`config.mk`:
```
export PLATFORM = sky130hd
export DESIGN_NAME = line_pixel_generator
export DESIGN_NICKNAME = d
export VERILOG_FILES = /design/src/rtl/lpg_pkg.sv /design/src/rtl/lpg_line_state.sv /design/src/rtl/lpg_pixel_clip.sv /design/src/rtl/lpg_out_buffer.sv /design/src/rtl/line_pixel_generator.sv
export SDC_FILE = /design/constraint.sdc
export NUM_CORES = 1
export LEC_CHECK = 0
export ABC_CLOCK_PERIOD_IN_PS = 19150
export BUFFER_PORTS_ARGS = -buffer_cell sky130_fd_sc_hd__buf_4
export CORE_MARGIN = 5
export CORE_UTILIZATION = 51
export DETAILED_ROUTE_END_ITERATION = 6
export PLACE_DENSITY = 0.69
export SETUP_SLACK_MARGIN = 0.5
export SLEW_MARGIN = 20
export SYNTH_ARGS = -nofsm -noshare
export SYNTH_HDL_FRONTEND = slang
export SYNTH_HIERARCHICAL = 1
export SYNTH_SLANG_ARGS = --single-unit
```
`constraint.sdc`:
```
create_clock -name clock -period 19.15 [get_ports clock]
set_input_delay 0.9575 -clock clock [delete_from_list [all_inputs] [get_ports clock]]
set_output_delay 0.9575 -clock clock [all_outputs]
set_load 0.005 [all_outputs]
```
`src/rtl/lpg_pkg.sv`:
```
// Package for the line pixel generator: field widths, reset values,
// operation and register codes, and the small structs shared by the modules.
// No dependencies.
package lpg_pkg;

   localparam int DEFAULT_COORD_BITS = 12;
   localparam int DIM_BITS           = 11;
   localparam int INDEX_BITS         = 22;
   localparam int COLOUR_BITS        = 8;
   localparam int CSR_INDEX_BITS     = 2;

   localparam logic [DIM_BITS-1:0] FRAME_WIDTH_RESET  = 11'd800;
   localparam logic [DIM_BITS-1:0] FRAME_HEIGHT_RESET = 11'd600;

   // Register indexes of the configuration port.
   localparam logic [CSR_INDEX_BITS-1:0] CSR_FRAME_WIDTH  = 2'd0;
   localparam logic [CSR_INDEX_BITS-1:0] CSR_FRAME_HEIGHT = 2'd1;

   // Input operation codes.
   localparam logic OP_LOAD = 1'b0;
   localparam logic OP_STEP = 1'b1;

   typedef struct packed {
      logic [COLOUR_BITS-1:0] red;
      logic [COLOUR_BITS-1:0] green;
      logic [COLOUR_BITS-1:0] blue;
   } colour_type;

   // Per-pixel attributes that travel with the coordinates of a step.
   typedef struct packed {
      colour_type colour;
      logic       last;
   } pixel_info_type;

endpackage

```
`src/rtl/lpg_line_state.sv`:
```
// Line setup and stepping state of the line pixel generator.
// A load sets up the Bresenham terms; a step presents the current pixel and
// advances. Depends on lpg_pkg.
module lpg_line_state #(
   parameter int COORD_BITS = lpg_pkg::DEFAULT_COORD_BITS
) (
   input  logic                          clock,
   input  logic                          reset,
   input  logic                          load,
   input  logic                          step,
   input  logic signed [COORD_BITS-1:0]  x_start,
   input  logic signed [COORD_BITS-1:0]  y_start,
   input  logic signed [COORD_BITS-1:0]  x_end,
   input  logic signed [COORD_BITS-1:0]  y_end,
   input  lpg_pkg::colour_type           colour,
   output logic                          line_active,
   output logic signed [COORD_BITS-1:0]  pixel_x,
   output logic signed [COORD_BITS-1:0]  pixel_y,
   output lpg_pkg::pixel_info_type       pixel_info
);
   import lpg_pkg::*;

   localparam int D = COORD_BITS + 1;   // deltas and span
   localparam int E = COORD_BITS + 2;   // error terms
   localparam int A = COORD_BITS + 3;   // error sum before correction

   logic                         line_active_ff, line_active_in;
   logic                         steep_ff, steep_in;
   logic signed [COORD_BITS-1:0] major_pos_ff, major_pos_in;
   logic signed [COORD_BITS-1:0] major_last_ff, major_last_in;
   logic signed [COORD_BITS-1:0] minor_pos_ff, minor_pos_in;
   logic                         minor_down_ff, minor_down_in;
   logic signed [E-1:0]          error_acc_ff, error_acc_in;
   logic [D-1:0]                 major_span_ff, major_span_in;
   logic [E-1:0]                 error_incr_ff, error_incr_in;
   colour_type                   colour_ff, colour_in;

   logic signed [D-1:0] dx, dy, dm, dn;
   logic [D-1:0]        adx, ady, adm, adn;
   logic                steep, swap, dn_pos, dn_neg;
   logic signed [A-1:0] acc_sum, acc_fixed;
   logic                is_last;

   // Setup: both deltas and their magnitudes are formed in parallel, so the
   // span and the increment need no second subtraction after the swap.
   assign dx  = D'(x_end) - D'(x_start);
   assign dy  = D'(y_end) - D'(y_start);
   assign adx = dx[D-1] ? D'(-dx) : D'(dx);
   assign ady = dy[D-1] ? D'(-dy) : D'(dy);
   assign steep = adx < ady;
   assign dm  = steep ? dy : dx;
   assign dn  = steep ? dx : dy;
   assign adm = steep ? ady : adx;
   assign adn = steep ? adx : ady;
   assign swap   = dm[D-1];
   assign dn_neg = dn[D-1];
   assign dn_pos = !dn[D-1] && (dn != '0);

   // Stepping: error sum and its correction when the minor axis moves.
   assign is_last   = major_pos_ff == major_last_ff;
   assign acc_sum   = A'(error_acc_ff) + $signed(A'(error_incr_ff));
   assign acc_fixed = acc_sum - $signed(A'({major_span_ff, 1'b0}));

   always_comb begin
      line_active_in = line_active_ff;
      steep_in       = steep_ff;
      major_pos_in   = major_pos_ff;
      major_last_in  = major_last_ff;
      minor_pos_in   = minor_pos_ff;
      minor_down_in  = minor_down_ff;
      error_acc_in   = error_acc_ff;
      major_span_in  = major_span_ff;
      error_incr_in  = error_incr_ff;
      colour_in      = colour_ff;
      if (load) begin
         line_active_in = 1'b1;
         steep_in       = steep;
         if (steep) begin
            major_pos_in  = swap ? y_end : y_start;
            major_last_in = swap ? y_start : y_end;
            minor_pos_in  = swap ? x_end : x_start;
         end else begin
            major_pos_in  = swap ? x_end : x_start;
            major_last_in = swap ? x_start : x_end;
            minor_pos_in  = swap ? y_end : y_start;
         end
         // After the swap the minor delta changes sign.
         minor_down_in  = !(swap ? dn_neg : dn_pos);
         major_span_in  = adm;
         error_incr_in  = {adn, 1'b0};
         error_acc_in   = '0;
         colour_in      = colour;
      end else if (step && line_active_ff) begin
         if (is_last) begin
            line_active_in = 1'b0;
         end else begin
            major_pos_in = major_pos_ff + COORD_BITS'(1);
            if (acc_sum > $signed(A'(major_span_ff))) begin
               minor_pos_in = minor_down_ff ? minor_pos_ff - COORD_BITS'(1)
                                            : minor_pos_ff + COORD_BITS'(1);
               error_acc_in = acc_fixed[E-1:0];
            end else begin
               error_acc_in = acc_sum[E-1:0];
            end
         end
      end
   end

   always_ff @(posedge clock) begin
      if (reset) begin
         line_active_ff <= 1'b0;
      end else begin
         line_active_ff <= line_active_in;
      end
      steep_ff      <= steep_in;
      major_pos_ff  <= major_pos_in;
      major_last_ff <= major_last_in;
      minor_pos_ff  <= minor_pos_in;
      minor_down_ff <= minor_down_in;
      error_acc_ff  <= error_acc_in;
      major_span_ff <= major_span_in;
      error_incr_ff <= error_incr_in;
      colour_ff     <= colour_in;
   end

   assign line_active       = line_active_ff;
   assign pixel_x           = steep_ff ? minor_pos_ff : major_pos_ff;
   assign pixel_y           = steep_ff ? major_pos_ff : minor_pos_ff;
   assign pixel_info.colour = colour_ff;
   assign pixel_info.last   = is_last;

endmodule

```
`src/rtl/lpg_pixel_clip.sv`:
```
// Frame clipping and linear frame index for one pixel of the line.
// Purely combinational. Depends on lpg_pkg.
module lpg_pixel_clip #(
   parameter int COORD_BITS = lpg_pkg::DEFAULT_COORD_BITS
) (
   input  logic signed [COORD_BITS-1:0]   pixel_x,
   input  logic signed [COORD_BITS-1:0]   pixel_y,
   input  logic [lpg_pkg::DIM_BITS-1:0]   frame_width,
   input  logic [lpg_pkg::DIM_BITS-1:0]   frame_height,
   output logic                           in_frame,
   output logic [lpg_pkg::INDEX_BITS-1:0] pixel_index
);
   import lpg_pkg::*;

   localparam int CMP_BITS  = (COORD_BITS > DIM_BITS) ? COORD_BITS : DIM_BITS;
   localparam int PROD_BITS = DIM_BITS + COORD_BITS + 1;
   localparam int SUM_BITS  = (PROD_BITS > INDEX_BITS) ? PROD_BITS : INDEX_BITS;

   logic [COORD_BITS-1:0] x_u, y_u;
   logic                  x_ok, y_ok;
   logic [SUM_BITS-1:0]   index_full;

   assign x_u = $unsigned(pixel_x);
   assign y_u = $unsigned(pixel_y);

   // The sign bit is checked first, so the magnitude compare is unsigned.
   assign x_ok = !pixel_x[COORD_BITS-1] && (CMP_BITS'(x_u) < CMP_BITS'(frame_width));
   assign y_ok = !pixel_y[COORD_BITS-1] && (CMP_BITS'(y_u) < CMP_BITS'(frame_height));
   assign in_frame = x_ok && y_ok;

   assign index_full  = SUM_BITS'(frame_width) * SUM_BITS'(y_u) + SUM_BITS'(x_u);
   assign pixel_index = in_frame ? index_full[INDEX_BITS-1:0] : '0;

endmodule

```
`src/rtl/lpg_out_buffer.sv`:
```
// Output register with a skid entry for the result channel.
// The upstream stall is taken from the skid flag, so it is registered.
// No package dependency.
module lpg_out_buffer #(
   parameter int WIDTH = 8
) (
   input  logic             clock,
   input  logic             reset,
   input  logic             in_valid,
   input  logic [WIDTH-1:0] in_data,
   output logic             in_stall,
   output logic             out_valid,
   output logic [WIDTH-1:0] out_data,
   input  logic             out_stall
);
   logic             out_valid_ff, out_valid_in;
   logic             skid_valid_ff, skid_valid_in;
   logic [WIDTH-1:0] out_data_ff, out_data_in;
   logic [WIDTH-1:0] skid_data_ff, skid_data_in;

   always_comb begin
      out_valid_in  = out_valid_ff;
      skid_valid_in = skid_valid_ff;
      out_data_in   = out_data_ff;
      skid_data_in  = skid_data_ff;
      if (!out_valid_ff || !out_stall) begin
         if (skid_valid_ff) begin
            out_data_in   = skid_data_ff;
            out_valid_in  = 1'b1;
            skid_valid_in = 1'b0;
         end else begin
            out_data_in  = in_data;
            out_valid_in = in_valid;
         end
      end else if (in_valid) begin
         skid_data_in  = in_data;
         skid_valid_in = 1'b1;
      end
   end

   always_ff @(posedge clock) begin
      if (reset) begin
         out_valid_ff  <= 1'b0;
         skid_valid_ff <= 1'b0;
      end else begin
         out_valid_ff  <= out_valid_in;
         skid_valid_ff <= skid_valid_in;
      end
      out_data_ff  <= out_data_in;
      skid_data_ff <= skid_data_in;
   end

   assign in_stall  = skid_valid_ff;
   assign out_valid = out_valid_ff;
   assign out_data  = out_data_ff;

endmodule

```
`src/rtl/line_pixel_generator.sv`:
```
// Top level of the line pixel generator: configuration registers, line state,
// clipping and the output buffer. Depends on lpg_pkg, lpg_line_state,
// lpg_pixel_clip and lpg_out_buffer.

// The block rasterizes one line at a time with the integer Bresenham method.
// A load transfer (operation 0) takes two signed endpoints and a colour and
// replaces any line in progress; it gives no result. Each step transfer
// (operation 1) while a line is active gives exactly one pixel, walking from
// the lower end of the major axis to the upper end inclusive, with last_pixel
// set on the final one; a step with no active line is consumed silently.
// Pixels off the frame set by frame_width and frame_height are still
// delivered, with in_frame 0 and pixel_index 0. A load may be followed by a
// step in the very next cycle, so while req_stall is low the block sustains
// one pixel per clock. A pixel goes to the result channel through the output
// register, or under a stall through the skid entry first; the line state
// register and the output register are the only stages. A two-entry output
// buffer absorbs a stall on the result side, and req_stall rises only once
// both entries are full. Write frame_width and frame_height only while idle.
module line_pixel_generator #(
   parameter int COORD_BITS = lpg_pkg::DEFAULT_COORD_BITS
) (
   input  logic                               clock,
   input  logic                               reset,

   input  logic                               req_valid,
   output logic                               req_stall,
   input  logic                               req_operation,
   input  logic signed [COORD_BITS-1:0]       req_x_start,
   input  logic signed [COORD_BITS-1:0]       req_y_start,
   input  logic signed [COORD_BITS-1:0]       req_x_end,
   input  logic signed [COORD_BITS-1:0]       req_y_end,
   input  logic [lpg_pkg::COLOUR_BITS-1:0]    req_red_in,
   input  logic [lpg_pkg::COLOUR_BITS-1:0]    req_green_in,
   input  logic [lpg_pkg::COLOUR_BITS-1:0]    req_blue_in,

   output logic                               rsp_valid,
   input  logic                               rsp_stall,
   output logic signed [COORD_BITS-1:0]       rsp_pixel_x,
   output logic signed [COORD_BITS-1:0]       rsp_pixel_y,
   output logic [lpg_pkg::INDEX_BITS-1:0]     rsp_pixel_index,
   output logic [lpg_pkg::COLOUR_BITS-1:0]    rsp_red_out,
   output logic [lpg_pkg::COLOUR_BITS-1:0]    rsp_green_out,
   output logic [lpg_pkg::COLOUR_BITS-1:0]    rsp_blue_out,
   output logic                               rsp_in_frame,
   output logic                               rsp_last_pixel,

   input  logic                               csr_write,
   input  logic [lpg_pkg::CSR_INDEX_BITS-1:0] csr_index,
   input  logic [lpg_pkg::DIM_BITS-1:0]       csr_wdata
);
   import lpg_pkg::*;

   localparam int OUT_BITS = 2 * COORD_BITS + INDEX_BITS + 3 * COLOUR_BITS + 2;

   logic [DIM_BITS-1:0] frame_width_ff, frame_width_in;
   logic [DIM_BITS-1:0] frame_height_ff, frame_height_in;

   logic                         req_transfer, load, step, line_active, produce;
   colour_type                   req_colour;
   logic signed [COORD_BITS-1:0] pixel_x, pixel_y;
   pixel_info_type               pixel_info;
   logic                         in_frame;
   logic [INDEX_BITS-1:0]        pixel_index;
   logic [OUT_BITS-1:0]          result_data, rsp_data;

   // Configuration registers; writes to unknown indexes fall through.
   always_comb begin
      frame_width_in  = frame_width_ff;
      frame_height_in = frame_height_ff;
      if (csr_write) begin
         unique case (csr_index)
            CSR_FRAME_WIDTH:  frame_width_in  = csr_wdata;
            CSR_FRAME_HEIGHT: frame_height_in = csr_wdata;
            default: ;
         endcase
      end
   end

   always_ff @(posedge clock) begin
      if (reset) begin
         frame_width_ff  <= FRAME_WIDTH_RESET;
         frame_height_ff <= FRAME_HEIGHT_RESET;
      end else begin
         frame_width_ff  <= frame_width_in;
         frame_height_ff <= frame_height_in;
      end
   end

   assign req_transfer = req_valid && !req_stall;
   assign load         = req_transfer && (req_operation == OP_LOAD);
   assign step         = req_transfer && (req_operation == OP_STEP);
   // Only a step that finds a line in progress makes a pixel.
   assign produce      = step && line_active;

   assign req_colour.red   = req_red_in;
   assign req_colour.green = req_green_in;
   assign req_colour.blue  = req_blue_in;

   lpg_line_state #(
      .COORD_BITS (COORD_BITS)
   ) u_line_state (
      .clock       (clock),
      .reset       (reset),
      .load        (load),
      .step        (step),
      .x_start     (req_x_start),
      .y_start     (req_y_start),
      .x_end       (req_x_end),
      .y_end       (req_y_end),
      .colour      (req_colour),
      .line_active (line_active),
      .pixel_x     (pixel_x),
      .pixel_y     (pixel_y),
      .pixel_info  (pixel_info)
   );

   lpg_pixel_clip #(
      .COORD_BITS (COORD_BITS)
   ) u_pixel_clip (
      .pixel_x      (pixel_x),
      .pixel_y      (pixel_y),
      .frame_width  (frame_width_ff),
      .frame_height (frame_height_ff),
      .in_frame     (in_frame),
      .pixel_index  (pixel_index)
   );

   assign result_data = {pixel_x, pixel_y, pixel_index, pixel_info.colour.red,
                         pixel_info.colour.green, pixel_info.colour.blue,
                         in_frame, pixel_info.last};

   lpg_out_buffer #(
      .WIDTH (OUT_BITS)
   ) u_out_buffer (
      .clock     (clock),
      .reset     (reset),
      .in_valid  (produce),
      .in_data   (result_data),
      .in_stall  (req_stall),
      .out_valid (rsp_valid),
      .out_data  (rsp_data),
      .out_stall (rsp_stall)
   );

   assign {rsp_pixel_x, rsp_pixel_y, rsp_pixel_index, rsp_red_out, rsp_green_out,
           rsp_blue_out, rsp_in_frame, rsp_last_pixel} = rsp_data;

endmodule

```
==> summary.json <==
{
  "gr-usage-all-layers": {"value": 21.95, "unit": "%"},
  "route.detailed.vias_per_inst": {"value": 5.672},
  "timing.reg2reg.worst_path_depth": {"value": 19},
  "grt_antenna_before_repair": {"value": 0},
  "total_of_buffers_placed_on_input_and_output_ports": {"value": 164},
  "finalHoldViolCount": {"value": 0},
  "timing.critical_path.from_type": {"value": "register"},
  "postSynthCellCount": {"value": 1966},
  "synth-seq-area-share": {"value": 36.28, "unit": "%"},
  "setup_total_negative_slack": {"value": 0, "unit": "ps"},
  "cp-end-kind": {"value": "register"},
  "gp_congestion": {"value": 0.9311},
  "power-per-cell-area": {"value": 150.0, "unit": "mW/mm^2"},
  "diodes": {"value": 0},
  "drcViolationCount": {"value": 0},
  "period_minus_slack": {"value": 6498, "unit": "ps"},
  "synth-seq-cells": {"value": 270},
  "synth_area_per_cell": {"value": 10.83, "unit": "um^2"},
  "drv_slew": {"value": 0},
  "drt-wirelength-per-cell": {"value": 19.70, "unit": "um"},
  "dp_hpwl": {"value": 39900, "unit": "um"},
  "post_route_cells_drive_above_1_share": {"value": 18.52, "unit": "%"},
  "path_clk_slew": {"value": 60, "unit": "ps"},
  "vias": {"value": 15050},
  "max-slew-margin-rel": {"value": 31.99, "unit": "%"},
  "vdd.ir_drop.worst": {"value": 0.1600, "unit": "mV"},
  "layout.cells.most_common": {"value": "sky130_fd_sc_hd__inv_1"},
  "ys_dominant_reg_cell": {"value": "sky130_fd_sc_hd__edfxtp_1"},
  "initial_core_util": {"value": 51.81, "unit": "%"},
  "arrival": {"value": 6810, "unit": "ps"},
  "rsz0062_at_grt": {"value": "no"},
  "placement_rows": {"value": 74},
  "dpl_worst_slack": {"value": 12320, "unit": "ps"},
  "grt_max_degree": {"value": 64},
  "postLayoutCoreUtil": {"value": 57.92, "unit": "%"},
  "starting_drc_count_in_detailed_routing": {"value": 1107},
  "tightest_slew": {"value": 1020, "unit": "ps"},
  "grt_pass1_wl": {"value": 82530, "unit": "um"},
  "final_cell_mix": {"value": "sky130_fd_sc_hd__inv_1 (236), sky130_fd_sc_hd__edfxtp_1 (232), sky130_fd_sc_hd__buf_4 (177)"},
  "clock_sink_count": {"value": 270},
  "ctsResizeCount": {"value": 0},
  "final_min_period_over_clock_period": {"value": 33.93, "unit": "%"},
  "timing.hold.worst_path_depth": {"value": 0},
  "asyncSetResetFlopFracSynth": {"value": 0, "unit": "%"},
  "areaGrowthSynthToFinish": {"value": 11.79, "unit": "%"},
  "post_layout_nonfiller_instances": {"value": 2654},
  "fmax": {"value": 153.9, "unit": "MHz"},
  "cap_violations": {"value": 0},
  "yosys.cell_types.count": {"value": 96},
  "status": {"value": "complete, no violations"},
  "yosys.area.top_type_share": {"value": 32.71, "unit": "%"},
  "clk_latency": {"value": 570, "unit": "ps"},
  "cts_setup_buffers": {"value": 0},
  "cts_root_buffer": {"value": "sky130_fd_sc_hd__clkbuf_16"},
  "detail_route.first_pass.iterations": {"value": 5},
  "number_of_levels_the_h_tree_was_split_into": {"value": 1},
  "p_leak": {"value": 10.29, "unit": "nW"},
  "cts_buffers": {"value": 30},
  "cell_taking_the_most_area_after_synthesis": {"value": "sky130_fd_sc_hd__edfxtp_1"},
  "hold_buffers": {"value": 0},
  "yosysWarnings": {"value": 6},
  "syn-cell-area": {"value": 0.02130, "unit": "mm^2"},
  "floorplan.die.width": {"value": 214.4, "unit": "um"},
  "max-clock-path-buffers": {"value": 3},
  "grt_overflow_total": {"value": 0},
  "dieHeight": {"value": 214.4, "unit": "um"},
  "design.portCount": {"value": 165},
  "setup_viol": {"value": 0},
  "routed_wl": {"value": 52290, "unit": "um"},
  "worst-setup-path-type": {"value": "register to register"},
  "yosys-top-cells-area": {"value": "sky130_fd_sc_hd__edfxtp_1 (33%), sky130_fd_sc_hd__fa_1 (9.9%), sky130_fd_sc_hd__ha_1 (9.6%)"},
  "total_die_area": {"value": 0.04595, "unit": "mm^2"},
  "core_area": {"value": 0.04111, "unit": "mm^2"},
  "report.power.total": {"value": 0.003570, "unit": "W"},
  "ant_nets": {"value": 0},
  "number_of_enable_flip_flop_cells_after_synthesis": {"value": 232},
  "placed_cells": {"value": 2598},
  "syn_nets": {"value": 2326},
  "num-nets-final": {"value": 2458},
  "holdCritPathClass": {"value": "register to register"},
  "tritoncts": {"value": "yes"},
  "final.setup_skew": {"value": 12.99, "unit": "ps"},
  "critical_path_required": {"value": 19470, "unit": "ps"},
  "vias_in_the_first_global_route": {"value": 14970},
  "crit_fanout": {"value": 26},
  "finalWorstSetupSlack": {"value": 12650, "unit": "ps"}
}
==> worst max-delay path, stage by stage (launching register included) <==
cell	delay, ps
sky130_fd_sc_hd__edfxtp_1	970
sky130_fd_sc_hd__mux2_2	570
sky130_fd_sc_hd__and2_1	210
sky130_fd_sc_hd__fa_1	530
sky130_fd_sc_hd__inv_1	50
sky130_fd_sc_hd__fa_1	530
sky130_fd_sc_hd__inv_1	50
sky130_fd_sc_hd__fa_1	450
sky130_fd_sc_hd__fa_1	490
sky130_fd_sc_hd__inv_1	50
sky130_fd_sc_hd__fa_1	480
sky130_fd_sc_hd__inv_1	40
sky130_fd_sc_hd__ha_1	340
sky130_fd_sc_hd__a21o_1	220
sky130_fd_sc_hd__a211oi_2	320
sky130_fd_sc_hd__o21ai_2	140
sky130_fd_sc_hd__o2111ai_1	230
sky130_fd_sc_hd__a21oi_1	100
sky130_fd_sc_hd__o21a_1	200
sky130_fd_sc_hd__mux2_4	260
==> path summary, 6_finish.rpt <==
kind,startpoint,end,slack (ps)
setup / recovery,u_line_state/steep_ff$_DFFE_PP_,u_out_buffer/out_data[47]$_DFFE_PP_,12650
hold / removal,u_line_state/pixel_info[23]$_DFFE_PP_,u_out_buffer/skid_data_ff[24]$_DFFE_PP_,450
setup reg to reg,u_line_state/steep_ff$_DFFE_PP_,u_out_buffer/out_data[47]$_DFFE_PP_,12650
hold reg to reg,u_line_state/pixel_info[23]$_DFFE_PP_,u_out_buffer/skid_data_ff[24]$_DFFE_PP_,450
==> routing by layer <==
layer / track usage, % / routed length (um)
met5: 0 / 0
met4: 5.196 / 1125
met3: 3.290 / 3320
met2: 35.19 / 23470
met1: 31.70 / 24380
==> sequential cells by signal, indices dropped and copies added, names as in the netlist <==
name and flops:
u_line_state/pixel_info 24, u_out_buffer/in_stall 1, frame_height_ff 11, u_line_state/steep_ff 1
u_line_state/minor_down_ff 1, u_out_buffer/out_valid 1, u_line_state/major_span_ff 13, u_line_state/major_pos_ff 12
u_line_state/error_incr_ff 13, u_line_state/minor_pos_ff 12, u_line_state/major_last_ff 12, frame_width_ff 11
u_line_state/line_active 1, u_out_buffer/skid_data_ff 72, u_out_buffer/out_data 72, u_line_state/error_acc_ff 13
==> synth_stat cells (all sizes together), types with 32 or more instances <==
cell type	n
dfxtp	38
a211oi	33
buf	32
mux2	122
a21oi	110
nor2	111
inv	238
xnor2	71
and2	67
clkbuf	45
nand2b	42
fa	105
edfxtp	232
ha	164
o21ai	47
mux2i	72
nand2	127
==> kinds of logic (layout without fill, tap and decap cells) <==
family	after synthesis	in the layout	synth area share, %
buffers and inverters	315	471	6.485
adder cells (fa/ha/maj)	269	269	19.50
AND/OR/NAND/NOR	471	471	11.13
multiplexers	194	194	11.05
AO/OA/AOI/OAI	346	346	11.26
flip-flops	270	270	36.28
XOR/XNOR	101	101	4.294
==> layout make-up <==
cell class	instances	area [um^2]
fillers	3473	17300
multi-input cells	1381	12220
flip-flops and latches	270	7731
repair buffers	177	1329
inverters	238	893.4
clock buffers	39	845.8
well taps	532	665.6
clock inverters	17	125.1
==> through the flow <==
stage / hold slack (ps) / instance area [um^2]
3_3_place_gp: 432.7 / 22840
4_1_cts: 451.8 / 23810
5_1_grt: 470.7 / 23810
2_1_floorplan: 426.6 / 21300
3_5_place_dp: 436.6 / 22840
6_report: 448.7 / 23810
==> power breakdown <==
| part | total [W] | switching (W) | internal [W] | leakage, nW |
|---|---|---|---|---|
| Clock | 0.000558 | 0.000234 | 0.000324 | 0.477 |
| Sequential | 0.000807 | 0.0000489 | 0.000758 | 2.55 |
| Combinational | 0.00221 | 0.00123 | 0.000975 | 7.27 |
| Total | 0.00357 | 0.00151 | 0.00206 | 10.3 |
Power figures use the tool's default switching activity.
